File: src/hw/rtl/mkht_pkg.sv
// Shared types and constants for the multiword-key hash table.
// No dependencies.
`default_nettype none
package mkht_pkg;

  localparam logic [1:0] CMD_INSERT = 2'd0;
  localparam logic [1:0] CMD_LOOKUP = 2'd1;
  localparam logic [1:0] CMD_REMOVE = 2'd2;
  localparam logic [1:0] CMD_COUNT  = 2'd3;

  localparam logic [1:0] ST_OK      = 2'd0;
  localparam logic [1:0] ST_MISSING = 2'd1;
  localparam logic [1:0] ST_FULL    = 2'd2;
  localparam logic [1:0] ST_LONG    = 2'd3;

  localparam logic [31:0] HASH_SEED      = 32'd5381;
  localparam logic [30:0] FREQ_MAX       = 31'h7FFF_FFFF;
  localparam logic [8:0]  COUNT_MAX      = 9'd511;
  localparam logic [3:0]  PROBE_LIM_RST  = 4'd8;

  // controller -> datapath
  typedef struct packed {
    logic       push;        // input transfer
    logic       start;       // last word: latch operation
    logic       set_status;
    logic [1:0] status_code;
    logic       probe_next;
    logic       word_next;
    logic       word_clear;
    logic       do_lookup;
    logic       do_remove;
    logic       copy_write;
    logic       ins_meta;
    logic       scan_step;
    logic       load_out;
  } ctrl_t;

  // datapath -> controller
  typedef struct packed {
    logic [1:0] cmd;
    logic       too_long;
    logic       occ_full;
    logic       occ_empty;
    logic       slot_valid;
    logic       len_eq;
    logic       word_eq;
    logic       last_word;
    logic       last_probe;
    logic       last_scan;
    logic       out_free;
  } stat_t;

endpackage
`default_nettype wire

File: src/hw/rtl/mkht_ctrl.sv
// Sequencer for the multiword-key hash table.
// Depends on mkht_pkg.
`default_nettype none
module mkht_ctrl (
  input  wire logic          clk,
  input  wire logic          rst,
  input  wire logic          in_valid,
  input  wire logic          key_last,
  output logic               in_stall,
  input  wire mkht_pkg::stat_t st,
  output mkht_pkg::ctrl_t    ctl
);

  typedef enum logic [13:0] {
    S_IDLE      = 14'b00000000000001,
    S_DECIDE    = 14'b00000000000010,
    S_META_RD   = 14'b00000000000100,
    S_META_CHK  = 14'b00000000001000,
    S_CMP_RD    = 14'b00000000010000,
    S_CMP_CHK   = 14'b00000000100000,
    S_LOOKUP    = 14'b00000001000000,
    S_REMOVE    = 14'b00000010000000,
    S_COPY_RD   = 14'b00000100000000,
    S_COPY_WR   = 14'b00001000000000,
    S_INS_META  = 14'b00010000000000,
    S_SCAN      = 14'b00100000000000,
    S_SCAN_TAIL = 14'b01000000000000,
    S_DONE      = 14'b10000000000000
  } state_t;

  state_t state, state_next;

  always_ff @(posedge clk) begin
    if (rst) begin
      state <= S_IDLE;
    end else begin
      state <= state_next;
    end
  end

  assign in_stall = (state != S_IDLE);

  always_comb begin
    state_next = state;
    ctl = '0;
    case (state)
      S_IDLE: begin
        if (in_valid) begin
          ctl.push = 1'b1;
          if (key_last) begin
            ctl.start = 1'b1;
            state_next = S_DECIDE;
          end
        end
      end
      S_DECIDE: begin
        ctl.set_status = 1'b1;
        if (st.cmd == mkht_pkg::CMD_COUNT) begin
          if (st.occ_empty) begin
            ctl.status_code = mkht_pkg::ST_MISSING;
            state_next = S_DONE;
          end else begin
            ctl.status_code = mkht_pkg::ST_OK;
            state_next = S_SCAN;
          end
        end else if (st.too_long) begin
          ctl.status_code = mkht_pkg::ST_LONG;
          state_next = S_DONE;
        end else if (st.cmd == mkht_pkg::CMD_INSERT) begin
          ctl.status_code = mkht_pkg::ST_FULL;
          state_next = st.occ_full ? S_DONE : S_META_RD;
        end else begin
          ctl.status_code = mkht_pkg::ST_MISSING;
          state_next = S_META_RD;
        end
      end
      S_META_RD: state_next = S_META_CHK;
      S_META_CHK: begin
        if (st.cmd == mkht_pkg::CMD_INSERT && !st.slot_valid) begin
          state_next = S_COPY_RD;
        end else if (st.slot_valid && st.len_eq) begin
          state_next = S_CMP_RD;
        end else if (st.last_probe) begin
          state_next = S_DONE;
        end else begin
          ctl.probe_next = 1'b1;
          state_next = S_META_RD;
        end
      end
      S_CMP_RD: state_next = S_CMP_CHK;
      S_CMP_CHK: begin
        if (!st.word_eq) begin
          if (st.last_probe) begin
            state_next = S_DONE;
          end else begin
            ctl.probe_next = 1'b1;
            state_next = S_META_RD;
          end
        end else if (!st.last_word) begin
          ctl.word_next = 1'b1;
          state_next = S_CMP_RD;
        end else begin
          ctl.word_clear = 1'b1;
          case (st.cmd)
            mkht_pkg::CMD_INSERT: state_next = S_COPY_RD;
            mkht_pkg::CMD_LOOKUP: state_next = S_LOOKUP;
            default:              state_next = S_REMOVE;
          endcase
        end
      end
      S_LOOKUP: begin
        ctl.do_lookup = 1'b1;
        ctl.set_status = 1'b1;
        ctl.status_code = mkht_pkg::ST_OK;
        state_next = S_DONE;
      end
      S_REMOVE: begin
        ctl.do_remove = 1'b1;
        ctl.set_status = 1'b1;
        ctl.status_code = mkht_pkg::ST_OK;
        state_next = S_DONE;
      end
      S_COPY_RD: state_next = S_COPY_WR;
      S_COPY_WR: begin
        ctl.copy_write = 1'b1;
        if (st.last_word) begin
          state_next = S_INS_META;
        end else begin
          ctl.word_next = 1'b1;
          state_next = S_COPY_RD;
        end
      end
      S_INS_META: begin
        ctl.ins_meta = 1'b1;
        ctl.set_status = 1'b1;
        ctl.status_code = mkht_pkg::ST_OK;
        state_next = S_DONE;
      end
      S_SCAN: begin
        ctl.scan_step = 1'b1;
        if (st.last_scan) state_next = S_SCAN_TAIL;
      end
      S_SCAN_TAIL: state_next = S_DONE;
      S_DONE: begin
        if (st.out_free) begin
          ctl.load_out = 1'b1;
          state_next = S_IDLE;
        end
      end
      default: state_next = S_IDLE;
    endcase
  end

endmodule
`default_nettype wire

File: config.mk
export PLATFORM = sky130hd
export DESIGN_NAME = mkht_ctrl
export DESIGN_NICKNAME = d
export VERILOG_FILES = /design/src/hw/rtl/mkht_pkg.sv /design/src/hw/rtl/mkht_ctrl.sv
export SDC_FILE = /design/constraint.sdc
export NUM_CORES = 1
export LEC_CHECK = 0
export BUFFER_PORTS_ARGS = -buffer_cell sky130_fd_sc_hd__buf_2
export CAP_MARGIN = 20
export CORE_MARGIN = 2
export CORE_UTILIZATION = 54
export CTS_CLUSTER_DIAMETER = 60
export CTS_CLUSTER_SIZE = 24
export DETAILED_ROUTE_END_ITERATION = 8
export PLACE_DENSITY_LB_ADDON = 0.1
export REMOVE_ABC_BUFFERS = 1
export SYNTH_ARGS = -nofsm -noshare
export SYNTH_HDL_FRONTEND = slang
export SYNTH_SLANG_ARGS = --single-unit
File: constraint.sdc
create_clock -name clk -period 3.7 [get_ports clk]
set_clock_uncertainty 0.2 [all_clocks]
set_input_delay 0.74 -clock clk [delete_from_list [all_inputs] [get_ports clk]]
set_output_delay 0.74 -clock clk [all_outputs]
set_load 0.02 [all_outputs]
==> impl_metrics.py <==
metrics = {
    "layout": {
        "reg_top3": "state x14",
        "finalInstanceArea_mm2": 0.001211,
        "nNetsFinal": 179,
        "drive_gt1_share_pct": 27.33,
        "largest_register_ff_count": 14,
        "syn_to_final_growth_pct": 16.49,
        "regMostFlops": "state",
        "num_antenna_cells": 0,
    },
    "clocking": {
        "cts_setup_buffers": 0,
        "cts-root-buf": "clkbuf_4",
        "hold_buffers": 0,
        "cts_buffers": 3,
        "clockBufferDepth": 2,
        "cts_tree": "yes",
        "cts_resized": 0,
        "cts.reportedPaths.clkPinSlew_ps": 90,
        "clk_latency_ps": 290,
        "h-tree-depth": 1,
        "clock_sinks": 14,
    },
    "placed_design": {
        "gp_congestion": 0.8822,
        "dp_hpwl_um": 2052,
        "io_buffers": 30,
        "place_area_mm2": 0.001189,
    },
    "worst_setup_path": {
        "reg2reg_slack_ps": 1290,
        "r2r_end": "state[6]",
        "crit_fanout": 9,
        "crit-reg2reg-launch": "state[13]",
        "crit_path_start_kind": "flip-flop",
        "startpoint": "state[5]",
        "critical_path.max_stage_delay_ps": 520,
        "endpoint_kind": "primary output",
        "cp.required_ps": 2760,
        "crit_path_end": "ctl[9]",
        "r2r_cells": 5,
        "crit_arrival_ps": 2180,
        "critPathSlowestCell": "nor4_4",
        "crit_chain": "nor4_4, nand4_2, nor3b_1, o311a_1, buf_2",
        "crit_type": "reg -> out",
    },
    "power": {
        "p_clk_share_pct": 29.6,
        "ir_drop_uv": 228.1,
        "internal-power_uw": 213.3,
        "p_per_area_mw_per_mm2": 250.7,
        "switchingPower_uw": 90.34,
        "p_leak_nw": 0.5301,
        "power_frac_seq_pct": 51.6,
        "combPwrFrac_pct": 18.7,
        "switching_share_pct": 29.75,
    },
    "synthesis": {
        "synth.avg_cell_area_um2": 7.702,
        "ys_ff_latch": 14,
        "synth_area_mm2": 0.001040,
        "ys_types": 44,
        "synth.yosys.seq_area_share_pct": 26.96,
        "ys.flop_type": "dfxtp_1",
        "synthCells": 135,
        "synth_edf_count": 0,
        "yosysWarnings": 0,
        "async_flop_share_pct": 0,
    },
    "global_route": {
        "grt_pass1_wl_um": 4333,
        "grt_max_degree": 15,
        "grt_usage_pct": 27.40,
        "grt_overflow": 0,
        "antenna_found_initial": 0,
        "grt_pass1_vias": 949,
    },
    "timing": {
        "fin_tns_setup_ps": 0,
        "rsz0062_at_grt": "no",
        "max_clock_freq_ghz": 0.3201,
        "min_period_over_period_pct": 84.44,
        "min_period_ps": 3124,
        "setup_viol": 0,
        "hold_viol_final": 0,
        "relSlewSlack_pct": 63.58,
        "tightest_slew_ps": 538.8,
        "drv_slew": 0,
    },
    "route": {
        "routed_wirelength_um": 2735,
        "viasPerCell": 5.984,
        "drc_errors": 0,
        "wire_per_inst_um": 14.70,
        "drt-initial-drc-count": 55,
        "num_vias": 1113,
        "ant_nets": 0,
        "drt_first_pass_iters": 4,
    },
    "outcome": {
        "outcome": "completed",
    },
    "min_path": {
        "min_path_type": "reg -> reg",
    },
    "floorplanning": {
        "chipWidth_um": 47.88,
        "ios": 31,
        "initial_core_util_pct": 58.94,
        "coreArea_mm2": 0.001764,
        "rows": 15,
        "dieArea_mm2": 0.002292,
        "die_y_um": 47.88,
    },
    "job": {
        "cap_violations": 0,
    },
}
cells by family (layout without fill, tap and decap cells):
group | Yosys count | after routing | share of synthesized area (%)
flip-flops | 14 | 14 | 26.96
buffers and inverters | 16 | 42 | 6.739
XOR/XNOR | 4 | 4 | 3.370
AO/OA/AOI/OAI | 23 | 23 | 16.00
adder cells (fa/ha/maj) | 1 | 1 | 0.9627
AND/OR/NAND/NOR | 77 | 77 | 45.97
synth_stat cells (2+ instances only):
cell type  instances  area, um2
inv_1              8      30.03
buf_2              2      10.01
and2_1             2      12.51
nor2_1            13      48.80
o22a_1             4      35.03
or3_1              3      18.77
nand2b_1           4      25.02
nand3b_1           2      15.01
nor3_1             8      40.04
xor2_1             2      17.52
dfxtp_1           14      280.3
clkbuf_1           5      18.77
o21a_1             2      15.01
nand2_1           11      41.29
nand4_1            4      25.02
a21oi_1            5      25.02
nor3b_1            5      37.54
nand3_1            8      40.04
a31oi_1            2      12.51
nor4_4             2      42.54
nor4b_1            3      26.28
nor4_1             2      12.51
o21ai_0            2      10.01
xnor2_1            2      17.52
power groups by stage:
stage | Clock, mW | Combinational (mW) | Sequential (mW)
3_3_place_gp | 0 | 0.0547 | 0.160
3_5_place_dp | 0 | 0.0560 | 0.160
2_1_floorplan | 0 | 0.0336 | 0.159
6_report | 0.0899 | 0.0569 | 0.157
5_1_grt | 0.0938 | 0.0641 | 0.157
4_1_cts | 0.0874 | 0.0569 | 0.157
worst min path at each step:
stage | slack (ps) | cells past startpoint | to | start
2_1_floorplan | 260 | 2 | state[9] | state[8]
3_3_place_gp | 280 | 2 | state[9] | state[8]
4_1_cts | 300 | 2 | state[9] | state[8]
5_1_grt | 330 | 2 | state[9] | state[8]
3_5_place_dp | 290 | 2 | state[9] | state[8]
6_report | 300 | 2 | state[9] | state[8]
stage by stage:
stage / setup slack [ps] / util, % / hold slack [ps] / total power [mW] / cells
2_1_floorplan: 1051 / - / 260.9 / 0.1923 / 127
3_3_place_gp: 916.9 / 67.38 / 281.0 / 0.2148 / 183
3_5_place_dp: 916.7 / 67.38 / 285.9 / 0.2160 / 183
4_1_cts: 597.2 / 68.65 / 299.3 / 0.3008 / 186
5_1_grt: 433.6 / 68.65 / 334.5 / 0.3149 / 186
6_report: 575.6 / 68.65 / 302.7 / 0.3036 / 186
cell type report:
type	count	area, um2
sequential	14	280.3
tap	25	31.28
inverter	8	30.03
clock buffer	3	22.52
fill	177	553.0
multi-input combinational	105	689.4
timing repair buffer	31	157.7
cell usage in the layout (no fill, tap or decap), drive strengths merged, types with 3 or more instances in the layout:
cell type / count
nand2: 11
nor3b: 5
nand3: 8
nor2: 13
clkbuf: 3
or3: 3
inv: 8
nand2b: 4
nor3: 9
nand4: 5
dfxtp: 14
o22a: 4
buf: 31
nor4: 5
nor4b: 3
a21oi: 5
per-layer routing:
metal	wire length (um)	part of all wire [%]	GRT usage [%]	vias up
met1	1211	44	36.63	508
met3	178	6.5	4.528	5
met2	1304	48	44.53	50
li1	-	-	-	550
met4	42	1.5	9.189	0
met5	0	0	0	-
worst max-delay path, delay by kind of cell (launching register included):
family,cells,cell delay [ps]
simple gates,3,1110
flops,1,400
buf+inv,1,150
compound gates,1,230
Power figures use the tool's default switching activity.
